$ cat src/hdl/fdfd_pkg.sv
// Shared types and constants for the flag-delimited frame decoder.
`timescale 1ns / 1ps

package fdfd_pkg;

  localparam int DEF_PORTS     = 5;
  localparam int DEF_MAX_FRAME = 256;

  localparam int PORT_W  = 3;
  localparam int BYTE_W  = 8;
  localparam int LEN_W   = 9;
  localparam int LIMIT_W = 9;

  localparam logic [LIMIT_W-1:0] LIMIT_RESET = 9'd256;

  localparam logic [BYTE_W-1:0] FLAG_BYTE = 8'h7E;
  localparam logic [BYTE_W-1:0] ESC_BYTE  = 8'h5D;
  localparam logic [BYTE_W-1:0] ESC_FLAG  = 8'h5E;

  // result queue: an item can add two results, so depth 4 keeps one item in flight
  localparam int FIFO_DEPTH = 4;
  localparam int FIFO_AW    = $clog2(FIFO_DEPTH);

  typedef enum logic [1:0] {
    ST_DATA = 2'd0,
    ST_DONE = 2'd1,
    ST_OVER = 2'd2
  } status_t;

  typedef struct packed {
    logic [PORT_W-1:0] port;
    status_t           status;
    logic [BYTE_W-1:0] data;
    logic [LEN_W-1:0]  length;
    logic              last;
  } result_t;

  // results produced by one item, first in r0
  typedef struct packed {
    logic [1:0] count;
    result_t    r0;
    result_t    r1;
  } dec_out_t;

endpackage

$ cat src/hdl/flag_delimited_frame_decoder.sv
// Top level of the flag-delimited frame decoder: input register, decode, result queue.
`timescale 1ns / 1ps

// Byte un-stuffing deframer with one frame state per port. Each input item is a
// received byte with its port; an item is held in the input register, is decoded
// combinationally against its port's state and leaves zero, one or two results
// in a four-entry queue. Items are taken one per cycle as long as the queue has
// two free slots; results leave one per cycle while m_axis_tready is high, so the
// sustained rate is one item per cycle unless items produce two results faster
// than they drain. tuser carries the status (0 data, 1 frame done, 2 overflow
// drop), tlast marks the last result of an item. The user must write frame_limit
// through cfg_wr_en only while the block is idle; the block does not enforce it.
module flag_delimited_frame_decoder import fdfd_pkg::*; #(
  parameter int PORTS     = DEF_PORTS,
  parameter int MAX_FRAME = DEF_MAX_FRAME
) (
  input  logic               clk,
  input  logic               rst,
  input  logic               cfg_wr_en,
  input  logic [LIMIT_W-1:0] cfg_wr_data,   // frame_limit
  input  logic               s_axis_tvalid,
  output logic               s_axis_tready,
  input  logic [15:0]        s_axis_tdata,  // port[2:0], rx_byte[10:3], zero pad
  output logic               m_axis_tvalid,
  input  logic               m_axis_tready,
  output logic [23:0]        m_axis_tdata,  // out_port[2:0], data_byte[10:3],
                                            // frame_length[19:11], zero pad
  output logic [1:0]         m_axis_tuser,  // status
  output logic               m_axis_tlast   // last
);

  logic [LIMIT_W-1:0] frame_limit;
  logic               in_valid;
  logic [PORT_W-1:0]  in_port;
  logic [BYTE_W-1:0]  in_byte;
  logic               room, advance;
  dec_out_t           dec_res, push;
  result_t            head_res;

  assign advance       = in_valid && room;
  assign s_axis_tready = !in_valid || advance;

  always_ff @(posedge clk) begin
    if (rst) begin
      frame_limit <= LIMIT_RESET;
    end else if (cfg_wr_en) begin
      frame_limit <= cfg_wr_data;
    end
  end

  always_ff @(posedge clk) begin
    if (rst) begin
      in_valid <= 1'b0;
    end else if (s_axis_tready) begin
      in_valid <= s_axis_tvalid;
    end
  end

  always_ff @(posedge clk) begin
    if (s_axis_tvalid && s_axis_tready) begin
      in_port <= s_axis_tdata[PORT_W-1:0];
      in_byte <= s_axis_tdata[PORT_W+BYTE_W-1:PORT_W];
    end
  end

  fdfd_decode #(
    .PORTS     (PORTS),
    .MAX_FRAME (MAX_FRAME)
  ) u_decode (
    .clk         (clk),
    .rst         (rst),
    .go          (advance),
    .port        (in_port),
    .rx_byte     (in_byte),
    .frame_limit (frame_limit),
    .res         (dec_res)
  );

  always_comb begin
    push = dec_res;
    if (!advance) push.count = 2'd0;
  end

  fdfd_result_fifo u_fifo (
    .clk       (clk),
    .rst       (rst),
    .push      (push),
    .room      (room),
    .out_valid (m_axis_tvalid),
    .out_ready (m_axis_tready),
    .out_res   (head_res)
  );

  assign m_axis_tdata = {4'b0, head_res.length, head_res.data, head_res.port};
  assign m_axis_tuser = head_res.status;
  assign m_axis_tlast = head_res.last;

endmodule

$ cat src/hdl/fdfd_decode.sv
// Per-port frame state and combinational decode of one received byte.
`timescale 1ns / 1ps

module fdfd_decode import fdfd_pkg::*; #(
  parameter int PORTS     = DEF_PORTS,
  parameter int MAX_FRAME = DEF_MAX_FRAME
) (
  input  logic               clk,
  input  logic               rst,
  input  logic               go,
  input  logic [PORT_W-1:0]  port,
  input  logic [BYTE_W-1:0]  rx_byte,
  input  logic [LIMIT_W-1:0] frame_limit,
  output dec_out_t           res
);

  localparam int PIW = (PORTS > 1) ? $clog2(PORTS) : 1;
  localparam int CW  = $clog2(MAX_FRAME + 1);
  localparam int LW  = (CW > LIMIT_W) ? CW : LIMIT_W;
  localparam logic [LW-1:0] MAX_W = LW'(MAX_FRAME);

  logic          in_frame       [PORTS];
  logic [CW-1:0] raw_count      [PORTS];
  logic          escape_pending [PORTS];
  logic [CW-1:0] decoded_count  [PORTS];

  logic [PIW-1:0] idx;
  logic           port_ok;
  logic           cur_inf, cur_esc;
  logic [CW-1:0]  cur_raw, cur_dec;
  logic           inf_next, esc_next;
  logic [CW-1:0]  raw_next, dec_next;
  logic [CW-1:0]  dec_close;
  logic [LW-1:0]  lim_w, lim_eff;
  logic           at_limit;

  assign idx     = PIW'(port);
  assign port_ok = 32'(port) < PORTS;
  assign cur_inf = in_frame[idx];
  assign cur_esc = escape_pending[idx];
  assign cur_raw = raw_count[idx];
  assign cur_dec = decoded_count[idx];

  assign lim_w    = LW'(frame_limit);
  assign lim_eff  = (lim_w > MAX_W) ? MAX_W : lim_w;
  assign at_limit = LW'(cur_raw) >= lim_eff;
  assign dec_close = cur_dec + CW'(cur_esc);

  always_comb begin
    inf_next = cur_inf;
    esc_next = cur_esc;
    raw_next = cur_raw;
    dec_next = cur_dec;
    res.count = 2'd0;
    res.r0 = '{port: port, status: ST_DATA, data: '0, length: '0, last: 1'b0};
    res.r1 = '{port: port, status: ST_DATA, data: '0, length: '0, last: 1'b0};
    if (port_ok) begin
      if (rx_byte == FLAG_BYTE) begin
        if (!cur_inf) begin
          inf_next = 1'b1;
          esc_next = 1'b0;
          raw_next = '0;
          dec_next = '0;
        end else begin
          esc_next = 1'b0;
          if (cur_esc) begin
            // dangling escape: hand out the raw escape byte before closing
            res.count     = 2'd2;
            res.r0.data   = ESC_BYTE;
            res.r1.status = ST_DONE;
            res.r1.length = LEN_W'(dec_close);
            res.r1.last   = 1'b1;
          end else begin
            res.count     = 2'd1;
            res.r0.status = ST_DONE;
            res.r0.length = LEN_W'(dec_close);
            res.r0.last   = 1'b1;
          end
          if (cur_raw != '0) begin
            inf_next = 1'b0;
            raw_next = '0;
            dec_next = '0;
          end else begin
            // empty frame stays open
            dec_next = dec_close;
          end
        end
      end else if (cur_inf) begin
        if (at_limit) begin
          res.count     = 2'd1;
          res.r0.status = ST_OVER;
          res.r0.last   = 1'b1;
        end else begin
          raw_next = cur_raw + 1'b1;
          if (cur_esc) begin
            esc_next = 1'b0;
            if (rx_byte == ESC_FLAG || rx_byte == ESC_BYTE) begin
              res.count   = 2'd1;
              res.r0.data = (rx_byte == ESC_FLAG) ? FLAG_BYTE : ESC_BYTE;
              res.r0.last = 1'b1;
              dec_next    = cur_dec + 1'b1;
            end
          end else if (rx_byte == ESC_BYTE) begin
            esc_next = 1'b1;
          end else begin
            res.count   = 2'd1;
            res.r0.data = rx_byte;
            res.r0.last = 1'b1;
            dec_next    = cur_dec + 1'b1;
          end
        end
      end
    end
  end

  always_ff @(posedge clk) begin
    if (rst) begin
      for (int i = 0; i < PORTS; i++) begin
        in_frame[i]       <= 1'b0;
        raw_count[i]      <= '0;
        escape_pending[i] <= 1'b0;
        decoded_count[i]  <= '0;
      end
    end else if (go && port_ok) begin
      in_frame[idx]       <= inf_next;
      raw_count[idx]      <= raw_next;
      escape_pending[idx] <= esc_next;
      decoded_count[idx]  <= dec_next;
    end
  end

  a_two_results_order: assert property (@(posedge clk) disable iff (rst)
    (go && res.count == 2'd2) |-> (res.r0.status == ST_DATA && res.r1.status == ST_DONE))
    else $error("two results must be escape byte then frame done");

  a_raw_bounded: assert property (@(posedge clk) disable iff (rst)
    (go && port_ok) |-> (LW'(cur_raw) <= MAX_W))
    else $error("raw count beyond frame maximum");

  a_idle_no_escape: assert property (@(posedge clk) disable iff (rst)
    (go && port_ok && !cur_inf) |-> !cur_esc)
    else $error("escape pending on idle port");

endmodule

$ cat src/hdl/fdfd_result_fifo.sv
// Result queue: takes up to two results per cycle, hands out one per cycle while out_ready is high.
`timescale 1ns / 1ps

module fdfd_result_fifo import fdfd_pkg::*; (
  input  logic     clk,
  input  logic     rst,
  input  dec_out_t push,
  output logic     room,
  output logic     out_valid,
  input  logic     out_ready,
  output result_t  out_res
);

  result_t            mem [FIFO_DEPTH];
  logic [FIFO_AW-1:0] head, tail;
  logic [FIFO_AW:0]   count;
  logic               pop;

  assign out_valid = count != '0;
  assign out_res   = mem[head];
  assign pop       = out_valid && out_ready;
  // two free slots needed whatever the item turns out to produce
  assign room      = count <= (FIFO_AW + 1)'(FIFO_DEPTH - 2);

  always_ff @(posedge clk) begin
    if (push.count != 2'd0) mem[tail] <= push.r0;
    if (push.count == 2'd2) mem[tail + 1'b1] <= push.r1;
  end

  always_ff @(posedge clk) begin
    if (rst) begin
      head  <= '0;
      tail  <= '0;
      count <= '0;
    end else begin
      tail  <= tail + FIFO_AW'(push.count);
      head  <= head + FIFO_AW'(pop);
      count <= count + (FIFO_AW + 1)'(push.count) - (FIFO_AW + 1)'(pop);
    end
  end

  a_no_overfill: assert property (@(posedge clk) disable iff (rst)
    (push.count != 2'd0) |-> room)
    else $error("push into result queue without room");

  a_pair_count: assert property (@(posedge clk) disable iff (rst)
    (push.count == 2'd2 && !pop) |=> count == $past(count) + 2'd2)
    else $error("result count lost on double push");

  a_pair_last: assert property (@(posedge clk) disable iff (rst)
    (push.count == 2'd2) |-> (!push.r0.last && push.r1.last))
    else $error("last flag misplaced on result pair");

endmodule
$ cat config.mk
export PLATFORM = sky130hd
export DESIGN_NAME = flag_delimited_frame_decoder
export DESIGN_NICKNAME = d
export VERILOG_FILES = /design/src/hdl/fdfd_pkg.sv /design/src/hdl/flag_delimited_frame_decoder.sv /design/src/hdl/fdfd_decode.sv /design/src/hdl/fdfd_result_fifo.sv
export SDC_FILE = /design/constraint.sdc
export NUM_CORES = 1
export LEC_CHECK = 0
export BUFFER_PORTS_ARGS = -buffer_cell sky130_fd_sc_hd__buf_2
export CAP_MARGIN = 0
export CORE_MARGIN = 10
export CORE_UTILIZATION = 49
export DETAILED_ROUTE_END_ITERATION = 10
export GPL_TIMING_DRIVEN = 1
export PLACE_DENSITY = 0.68
export REMOVE_ABC_BUFFERS = 1
export SLEW_MARGIN = 20
export SYNTH_ARGS = -nofsm -noshare
export SYNTH_HDL_FRONTEND = slang
export SYNTH_SLANG_ARGS = --single-unit
$ cat constraint.sdc
create_clock -name clk -period 6.4 [get_ports clk]
set_input_delay 0.32 -clock clk [delete_from_list [all_inputs] [get_ports clk]]
set_output_delay 0.32 -clock clk [all_outputs]
set_load 0.005 [all_outputs]
# Yosys cells after proc, flatten, opt, wreduce, memory -nomap -nowiden
# Memories as Yosys holds them, arrays and structs flattened. A register that Yosys moved wholly into a read port is not among the register bits.
# Cells that the tools add are included.
# word_totals
register_bits,28
mem_bits_rw,192
in_bits,30
output_inout_bits,29
wordCells,132
memories,5
# memory_table
memory,depth,word_bits,read_ports,rd_ports_with_merged_regs,wr,line,rtl
u_fifo.mem,4,23,1,1,2,fdfd_result_fifo.sv:14,result_t mem [FIFO_DEPTH];
u_decode.decoded_count,5,9,1,1,5,fdfd_decode.sv:25,logic [CW-1:0] decoded_count [PORTS];
u_decode.raw_count,5,9,1,1,5,fdfd_decode.sv:23,logic [CW-1:0] raw_count [PORTS];
u_decode.escape_pending,5,1,1,1,5,fdfd_decode.sv:24,logic escape_pending [PORTS];
u_decode.in_frame,5,1,1,1,5,fdfd_decode.sv:22,logic in_frame [PORTS];
# op_classes
n_addsub,8
order_cmp,4
n_eq_ne,4
muxes,90
n_reduce_logical,14
# op_table
op,n
9-bit 2-to-1 mux,19
10-bit 2-to-1 mux,7
20-bit 2-to-1 mux,2
1-bit 2-to-1 mux,35
8-bit 2-to-1 mux,4
2-bit 2-to-1 mux,13
"8-bit by 7-bit == test with 1-bit output, second input constant",3
3-bit 2-to-1 mux,8
"9-bit by 1-bit adder with 9-bit output, second input constant",2
9-bit OR reduction,2
9-bit by 1-bit adder with 9-bit output,1
9-bit greater-or-equal comparator,1
"9-bit > comparator, second input constant",1
9-bit nonzero test,1
7-bit 2-to-1 mux,1
6-bit 2-to-1 mux,1
1-bit logical AND,4
3-bit by 2-bit adder with 3-bit output,1
"3-bit by 2-bit <= comparator with 1-bit output, second input constant",1
"3-bit less-than comparator, second input constant",1
3-bit nonzero test,1
3-bit by 1-bit subtractor with 3-bit output,1
2-bit by 1-bit adder with 2-bit output,1
"2-bit by 1-bit adder with 2-bit output, second input constant",1
other kinds (6),8

# Logic depth before layout (Yosys ltp)
# Gate-level depths: netlist of run 1.
# depth
word_depth,12
depth_mapped,17
mapped_depth_nobuf,13

# Cells and area by module
# Synthesis of run 1 repeated with hierarchy kept, for this count alone.
# unflattened
hier_cells,1071
area_unflattened_um2,14667.8
# modules_own_cells
mod,instances,cells_each,area_each_um2,seq_area_each_um2
fdfd_decode,1,748,8838.5,4804.6
fdfd_result_fifo,1,270,5081.1,2902.8
flag_delimited_frame_decoder,1,53,748.2,530.5

# Least setup slack after synthesis of run 1
# Ideal clock, no wire load.
# synth_timing
kind,reg-to-reg
start,reg with a tool-made name
end,reg u_fifo.count[2]
setup_ns,0.128
t_arrival_ns,4.092
required_time_ns,6.272
slack_ns,2.180
path_stages_with_launch,17
path_buffers,3
period_less_slack_ns,4.220
path_cell_list,dfxtp_1 > buf_4 > buf_2 > mux4_2 > mux2i_1 > inv_1 > ha_1 > a211oi_1 > o211ai_1 > o2111ai_1 > and3_1 > clkbuf_1 > a21oi_1 > ha_1 > fa_1 > xnor2_1 > nor2_1
# synth_lines
item,line,rtl
to (signal assigned),fdfd_result_fifo.sv:38,count <= count + (FIFO_AW + 1)'(push.count) - (FIFO_AW + 1)'(pop);
to (decl),fdfd_result_fifo.sv:16,logic [FIFO_AW:0] count;

==> results of run 1 <==
## registers in the layout (all words and copies together), names as in the netlist, 8 cells and up, named ones only
signal,flops
frame_limit,9
u_decode.raw_count,72
u_fifo.mem,92
u_decode.escape_pending,8
u_decode.in_frame,8
in_byte,8
u_decode.decoded_count,72
## placed cells by master (no fill, tap or decap), types with 6 or more instances in the layout
| master | n |
|---|---|
| o2bb2ai_1 | 9 |
| mux2i_1 | 59 |
| a211oi_1 | 10 |
| o22ai_1 | 27 |
| clkbuf_1 | 14 |
| ha_1 | 21 |
| nor3_1 | 17 |
| edfxtp_1 | 227 |
| mux2_2 | 15 |
| nand2_1 | 93 |
| nand4_1 | 11 |
| mux4_2 | 56 |
| and3_1 | 7 |
| o21ai_0 | 11 |
| o211ai_1 | 11 |
| nand3_1 | 19 |
| a21oi_1 | 65 |
| buf_4 | 24 |
| clkbuf_16 | 31 |
| buf_2 | 49 |
| nor2_1 | 123 |
| conb_1 | 64 |
| inv_1 | 36 |
| a31oi_1 | 10 |
| dlygate4sd3_1 | 14 |
| dfxtp_1 | 53 |
| nand2b_1 | 6 |
| nor2b_1 | 16 |
| a21boi_0 | 11 |
| and2_1 | 13 |
| xnor2_1 | 11 |
## synth_stat cells (12+ instances only)
cell type	count
o22ai_1	27
mux4_2	56
clkbuf_1	46
nor2b_1	16
nand3_1	19
nor3_1	17
mux2_2	15
nor2_1	123
dfxtp_1	56
inv_1	36
ha_1	21
and2_1	13
nand2_1	93
a21oi_1	65
buf_2	12
edfxtp_1	227
mux2i_1	61
## where the power goes
| part | internal, mW | switching (mW) | total, mW |
|---|---|---|---|
| Combinational | 0.496 | 0.714 | 1.21 |
| Clock | 0.953 | 0.680 | 1.63 |
| Sequential | 2.21 | 0.100 | 2.31 |
| Total | 3.65 | 1.49 | 5.15 |
## logic make-up after synthesis
family                   share of synthesized area (%)
AND/OR/NAND/NOR                                   11.8
other                                           0.0271
buffers and inverters                             3.52
AO/OA/AOI/OAI                                     9.58
adder cells (fa/ha/maj)                           2.04
multiplexers                                      15.0
flip-flops                                        57.3
XOR/XNOR                                         0.759
## area by class of cell
| cell class | count | area, µm² |
|---|---|---|
| clock buffer | 47 | 856 |
| clock inverter | 8 | 67.6 |
| fill | 2312 | 12100 |
| inverter | 38 | 143 |
| multi-input combinational | 771 | 5680 |
| sequential | 283 | 7940 |
| tap | 378 | 473 |
| timing repair buffer | 87 | 566 |
## what timing repair did
action,CTS,global route
hold buffers,14,0
hold endpoints to repair,14,0
setup endpoints to repair,0,0
## routing by layer
layer | GRT usage [%] | share of wire (%)
met1 | 23.7 | 41
met2 | 31.7 | 50
met3 | 2.71 | 6.2
met4 | 5.60 | 2.8
met5 | 0 | 0
## worst max-delay path: stages (launching register included)
cell	delay (ps)
dfxtp_2	870
mux4_2	410
mux2i_1	340
inv_1	170
ha_1	340
a211oi_1	240
o211ai_1	120
o2111ai_1	820
nand3_1	220
o2111ai_1	240
buf_4	240
and2_1	380
inv_1	450
## final timing paths
| path | startpoint | endpoint | depth (start not counted) |
|---|---|---|---|
| worst max-delay path | flip-flop | u_fifo.mem[3][2] | 12 |
| worst min-delay path | s_axis_tdata[3] | in_byte[0] | 1 |
| worst max register to register | flip-flop | u_fifo.mem[3][2] | 12 |
| worst min register to register | u_fifo.mem[1][10] | u_fifo.mem[1][10] | 2 |
==> flow_summary.yaml, run 1 <==
sta:
  tns_ps: 0
  maxSlewViolCount: 0
  fmax_mhz: 190
  finalClockSkew_ps: 14.4
  relSlewSlack_pct: 26.3
  setup_viol: 0
  setup_slack_ps: 1150
  worst_pin_slew_ps: 1100
  period_share_pct: 82.0
  rsz0062_at_grt: "no"
  finalHoldWorstSlack_ps: 12.0
  hold_violations: 0
  final.min_clock_period_ps: 5250
power_and_ir_drop:
  power-per-cell-area_nw_per_um2: 327
  p_leak_nw: 5.92
  total_power_mw: 5.15
  ir_worst_vdd_mv: 0.210
detailed_routing:
  drtIter0Drc: 805
  avgViaCountPerCell: 5.81
  wl_mm: 33.4
  vias: 9368
  wl_per_cell_um: 20.7
  drc: 0
  drtAntennaViolNets: 0
  drtPass1Iterations: 5
global_route:
  grt_pass1_vias: 9458
  grt_max_degree: 30
  grt_pass1_wl_mm: 52.3
  antenna_found_initial: 0
  grtUsageTotal_pct: 18.5
  grt_overflow_total: 0
worst_setup_path:
  worst-path-max-fanout: 28
  crit_type: "flip-flop to flip-flop"
  critPathArrivalTime_ps: 5410
  crit_required_ps: 6560
  end_kind: "flip-flop"
  critPathLaunchType: "flip-flop"
  r2r_slack_ps: 1150
final_layout:
  stdcell_count: 1612
  drive_above_1_share_pct: 17.3
  final_nets: 1263
  fin_util_pct: 56.5
  synthToLayoutAreaGrowth_pct: 13.5
  antenna_cells: 0
  fin_area_um2: 15700
yosys:
  ys.flop_type: "edfxtp_1"
  yosysWarningCount: 0
  synth-edff-count: 227
  synth_top_area_share_pct: 49.2
  synth.avg_cell_area_um2: 12.5
  netlist_instances: 1104
  synth_seq_cells: 283
  synth_area_leaders: "edfxtp_1, mux4_2, dfxtp_1"
  yosysTopAreaCell: "edfxtp_1"
  yosysSeqAreaShare_pct: 57.3
  synth.lib_cells_used.distinct: 74
  synth-async-reset-ratio_pct: 0
  netlist_area_um2: 13900
clocking:
  h-tree-depth: 1
  cts_setup_buffers: 0
  ctsRootBufferMaster: "clkbuf_16"
  cts_resized: 0
  clock-sinks: 283
  cts_tree: "built"
  cts_buffers: 30
  cts_buffer_depth: 3
  clk_pin_slew_ps: 60
  clk_latency_ps: 550
die:
  start_util_pct: 49.7
  die_w_um: 188
  num_rows: 61
  die_y_um: 188
  io_pins: 59
  core_um2: 27900
  dieArea_um2: 35400
placed_design:
  portBuffers: 49
  placed_cells: 1543
  gp_congestion: 0.859
  dpl.hpwl_mm: 21.7
  dp_slack_ps: 1140
  placed_cell_area_um2: 14700
flow_run:
  drv_cap: 0
status:
  status: "complete, no violations"
worst_hold_path:
  hold_path.class: "input port to flip-flop"
Note: power is estimated with default switching activity, not from simulation.
==> run 2: changes to the inputs <==
Clock period 6.4 ns to 5.3 ns, I/O delays scaled along.
==> flow_summary.yaml, run 2 (synthesized netlist as in run 1, its figures left out) <==
clocking:
  cts_tree: "built"
  cts_buffer_depth: 3
  cts_setup_buffers: 0
  ctsRootBufferMaster: "clkbuf_16"
  h-tree-depth: 1
  cts_resized: 0
  clk_pin_slew_ps: 60
  clock-sinks: 283
  cts_buffers: 30
  clk_latency_ps: 550
detailed_routing:
  wl_mm: 33.7
  drc: 0
  drtAntennaViolNets: 0
  vias: 9563
  drtIter0Drc: 872
  drtPass1Iterations: 5
  avgViaCountPerCell: 5.85
  wl_per_cell_um: 20.7
sta:
  finalClockSkew_ps: 12.5
  relSlewSlack_pct: 21.4
  fmax_mhz: 207
  hold_violations: 0
  tns_ps: 0
  setup_viol: 0
  finalHoldWorstSlack_ps: 93.0
  final.min_clock_period_ps: 4830
  period_share_pct: 91.1
  maxSlewViolCount: 0
  worst_pin_slew_ps: 1180
  rsz0062_at_grt: "no"
worst_setup_path:
  worst-path-max-fanout: 18
  crit_type: "flip-flop to flip-flop"
  critPathArrivalTime_ps: 5090
  end_kind: "flip-flop"
  critPathLaunchType: "flip-flop"
  crit_required_ps: 5560
power_and_ir_drop:
  ir_worst_vdd_mv: 0.270
  power-per-cell-area_nw_per_um2: 400
  p_leak_nw: 6.06
  total_power_mw: 6.39
worst_hold_path:
  hold_path.class: "input port to flip-flop"
final_layout:
  top_regs: "u_fifo.mem x92, u_decode.decoded_count x72, u_decode.raw_count x72"
  layout_commonest_cell: "edfxtp_1"
  top_register: "u_fifo.mem"
  n_fill_cell: 2308
  layout_common_cells: "edfxtp_1, nor2_1, nand2_1, a21oi_1, conb_1"
  fin_util_pct: 57.4
  synthToLayoutAreaGrowth_pct: 15.5
  drive_above_1_share_pct: 18.3
  antenna_cells: 0
  final_nets: 1284
  largest_reg_flops: 92
  stdcell_count: 1634
status:
  status: "complete, no violations"
global_route:
  grt_pass1_vias: 9699
  grt_pass1_wl_mm: 53.2
  grt_max_degree: 30
  antenna_found_initial: 0
  grtUsageTotal_pct: 18.6
  grt_overflow_total: 0
placed_design:
  gp_congestion: 0.858
  dpl.hpwl_mm: 22.2
  portBuffers: 49
  placed_cells: 1557
die:
  die_y_um: 188
  io_pins: 59
  dieArea_um2: 35400
  num_rows: 61
  die_w_um: 188
  core_um2: 27900
  start_util_pct: 49.7
flow_run:
  drv_cap: 0
run 2: cell count changes in the layout (fill, tap and decap cells not counted):
cell           before  now
clkbuf_1           14    5
inv_6               0    1
bufinv_16           1    3
mux2i_2             3    1
clkbuf_16          31   32
clkinvlp_4          0    1
buf_4              24   37
clkinv_1            2    7
dlygate4sd3_1      14   21
mux2i_1            59   61
buf_12              0    1
run 2: power by group:
group / switching, mW / internal [mW]
logic: 0.879 / 0.623
registers: 0.112 / 2.66
clock network: 0.847 / 1.27
run 2: critical path, cell delays in order, from the launching register on:
cell,delay (ps)
dfxtp_2,740
buf_4,300
mux4_2,520
mux2i_1,200
buf_4,180
ha_1,230
nand4_1,70
o21bai_1,70
a21oi_1,690
and4_1,600
o21ai_0,170
a211oi_2,600
inv_1,160
run 2: path summary, 6_finish.rpt:
path,endpoint,from,cells after the start,slack (ps)
worst min-delay path,frame_limit[7],rst,2,90
worst max-delay path,u_decode.decoded_count[7][0],flip-flop,12,470
worst max register to register,u_decode.decoded_count[7][0],flip-flop,12,470
worst min register to register,u_fifo.mem[0][10],u_fifo.mem[0][10],2,460
run 2: cell type report:
cell class / count / area [µm²] / share of cell area [%]
inverters: 38 / 143 / 0.892
repair buffers: 108 / 753 / 4.71
clock inverters: 17 / 163 / 1.02
clock buffers: 39 / 847 / 5.30
multi-input cells: 771 / 5670 / 35.5
well taps: 378 / 473 / 2.96
flip-flops and latches: 283 / 7940 / 49.7
run 2: through the flow:
step	instance area, µm²	worst slack [ps]
2_1_floorplan	13700	-299
3_3_place_gp	14800	624
3_5_place_dp	14800	527
4_1_cts	16000	499
5_1_grt	16000	181
6_report	16000	471
run 2: metal layers:
layer	global-route usage, %	vias to the layer above	wire (µm)
met5	0	-	0
met4	6.18	0	1020
met3	2.84	67	2040
met2	32.3	353	17000
met1	23.3	4770	13700
li1	-	4373	-
run 2: what timing repair did:
action | 4_1_cts | 5_1_grt
hold buffers | 21 | 0
endpoints found under the setup margin | 0 | 0
endpoints found under the hold margin | 24 | 0
==> run 3: changes to the inputs <==
Settings changed: CORE_UTILIZATION 49 to 60, PLACE_DENSITY 0.68 to 0.8.
==> flow_summary.yaml, run 3 (synthesized netlist as in run 1, its figures left out) <==
final_layout:
  top_regs: "u_fifo.mem x92, u_decode.decoded_count x72, u_decode.raw_count x72"
  top_register: "u_fifo.mem"
  synthToLayoutAreaGrowth_pct: 14.2
  layout_commonest_cell: "edfxtp_1"
  largest_reg_flops: 92
  layout_common_cells: "edfxtp_1, nor2_1, nand2_1, a21oi_1, conb_1"
  final_nets: 1279
  antenna_cells: 0
  drive_above_1_share_pct: 18.7
worst_setup_path:
  critPathSlowestCell: "a21oi_1"
  critPathBufInv: 2
  max_stage_delay_ps: 770
  crit_required_ps: 5570
  cp_common_cell: "inv_1"
  critPathLaunchType: "flip-flop"
  path_cells: "mux4_2, mux2i_1, inv_1, ha_1, nand4_1, o21bai_1, a21oi_1, and4_1, o21ai_0, a211oi_2, inv_1"
  critPathTopFamily: "compound AO/OA/AOI/OAI gates"
  crit_type: "flip-flop to flip-flop"
  end_kind: "flip-flop"
  critPathArrivalTime_ps: 5240
  worst-path-max-fanout: 23
die:
  core_um2: 22700
  die_w_um: 172
  io_pins: 59
  die_y_um: 172
  num_rows: 55
  dieArea_um2: 29600
  start_util_pct: 61.0
detailed_routing:
  vias: 9642
  met2_length_mm: 16.9
  dr_wl_met3_mm: 2.66
  top_layer_used: "met4"
  avgViaCountPerCell: 6.28
  drtIter0Drc: 1046
  wl_per_cell_um: 21.8
  drtPass1Iterations: 6
  drc: 0
  wl_mm: 33.5
  drtAntennaViolNets: 0
  wl_met1_mm: 12.7
sta:
  finalClockSkew_ps: 15.3
  worst_pin_slew_ps: 1080
  relSlewSlack_pct: 27.7
  maxSlewViolCount: 0
  hold_violations: 0
  setup_viol: 0
  tns_ps: 0
  fmax_mhz: 202
  rsz0062_at_grt: "no"
  setup_slack_ps: 338
  final.min_clock_period_ps: 4960
  period_share_pct: 93.6
placed_design:
  gp_congestion: 0.865
  portBuffers: 49
  dpl.hpwl_mm: 21.7
  dp_slack_ps: 520
clocking:
  clk_latency_ps: 570
  ctsRootBufferMaster: "clkbuf_16"
  h-tree-depth: 1
  clk_pin_slew_ps: 70
  clock-sinks: 283
  cts_buffers: 31
  cts_tree: "built"
  hold_buffers: 21
  cts_buffer_depth: 3
  cts_setup_buffers: 0
  cts_resized: 0
global_route:
  grt_max_degree: 30
  grt_pass1_vias: 9650
  antenna_found_initial: 0
  grtUsageTotal_pct: 22.7
  grt_pass1_wl_mm: 52.6
  grt_overflow_total: 0
power_and_ir_drop:
  power-per-cell-area_nw_per_um2: 404
  ir_worst_vdd_mv: 0.292
  p_leak_nw: 6.05
status:
  status: "complete, no violations"
worst_hold_path:
  hold_path.class: "input port to flip-flop"
  hp-start: "rst"
flow_run:
  drv_cap: 0
==> run 3: cell count changes in the layout (fill, tap and decap cells not counted), moves of 3 or more <==
cell / change
buf_4: -5
clkbuf_1: -3
clkinv_1: -4
clkinv_2: +6
inv_4: +3
==> run 3: stage by stage <==
stage                     power, mW  area (µm²)  std cells  hold WS, ps  util [%]
after CTS                      6.40       15800       1536         73.6      69.6
after global routing           6.66       15800       1536         94.0      69.7
after global placement         4.23       14600       1458          439      64.3
after floorplan                3.81       13700       1092          334         -
final                          6.39       15800       1536         86.8      69.7
after detailed placement       4.28       14600       1458          444      64.3
==> run 3: power breakdown <==
group / switching [mW] / leakage, nW / internal, mW
clock: 0.872 / 0.509 / 1.24
combinational: 0.866 / 2.76 / 0.623
sequential: 0.127 / 2.78 / 2.66
total: 1.86 / 6.05 / 4.53
==> run 3: layout make-up <==
type,count,area (µm²)
fillers,1582,6890
multi-input cells,771,5670
clock buffers,36,847
repair buffers,102,696
flip-flops and latches,283,7940
inverters,38,143
clock inverters,21,165
well taps,285,357
==> run 3: per-layer routing <==
metal / up-vias / track usage, %
met4: 0 / 8.58
met3: 106 / 3.44
li1: 4368 / -
met1: 4725 / 28.2
met5: - / 0
met2: 443 / 39.3
==> run 3: path summary, 6_finish.rpt <==
kind                             endpoint  slack (ps)  cells past startpoint
min                       u_fifo.count[2]          90                      2
min reg2reg             u_fifo.mem[3][12]         460                      1
max reg2reg  u_decode.decoded_count[5][0]         340                     11
max          u_decode.decoded_count[5][0]         340                     11
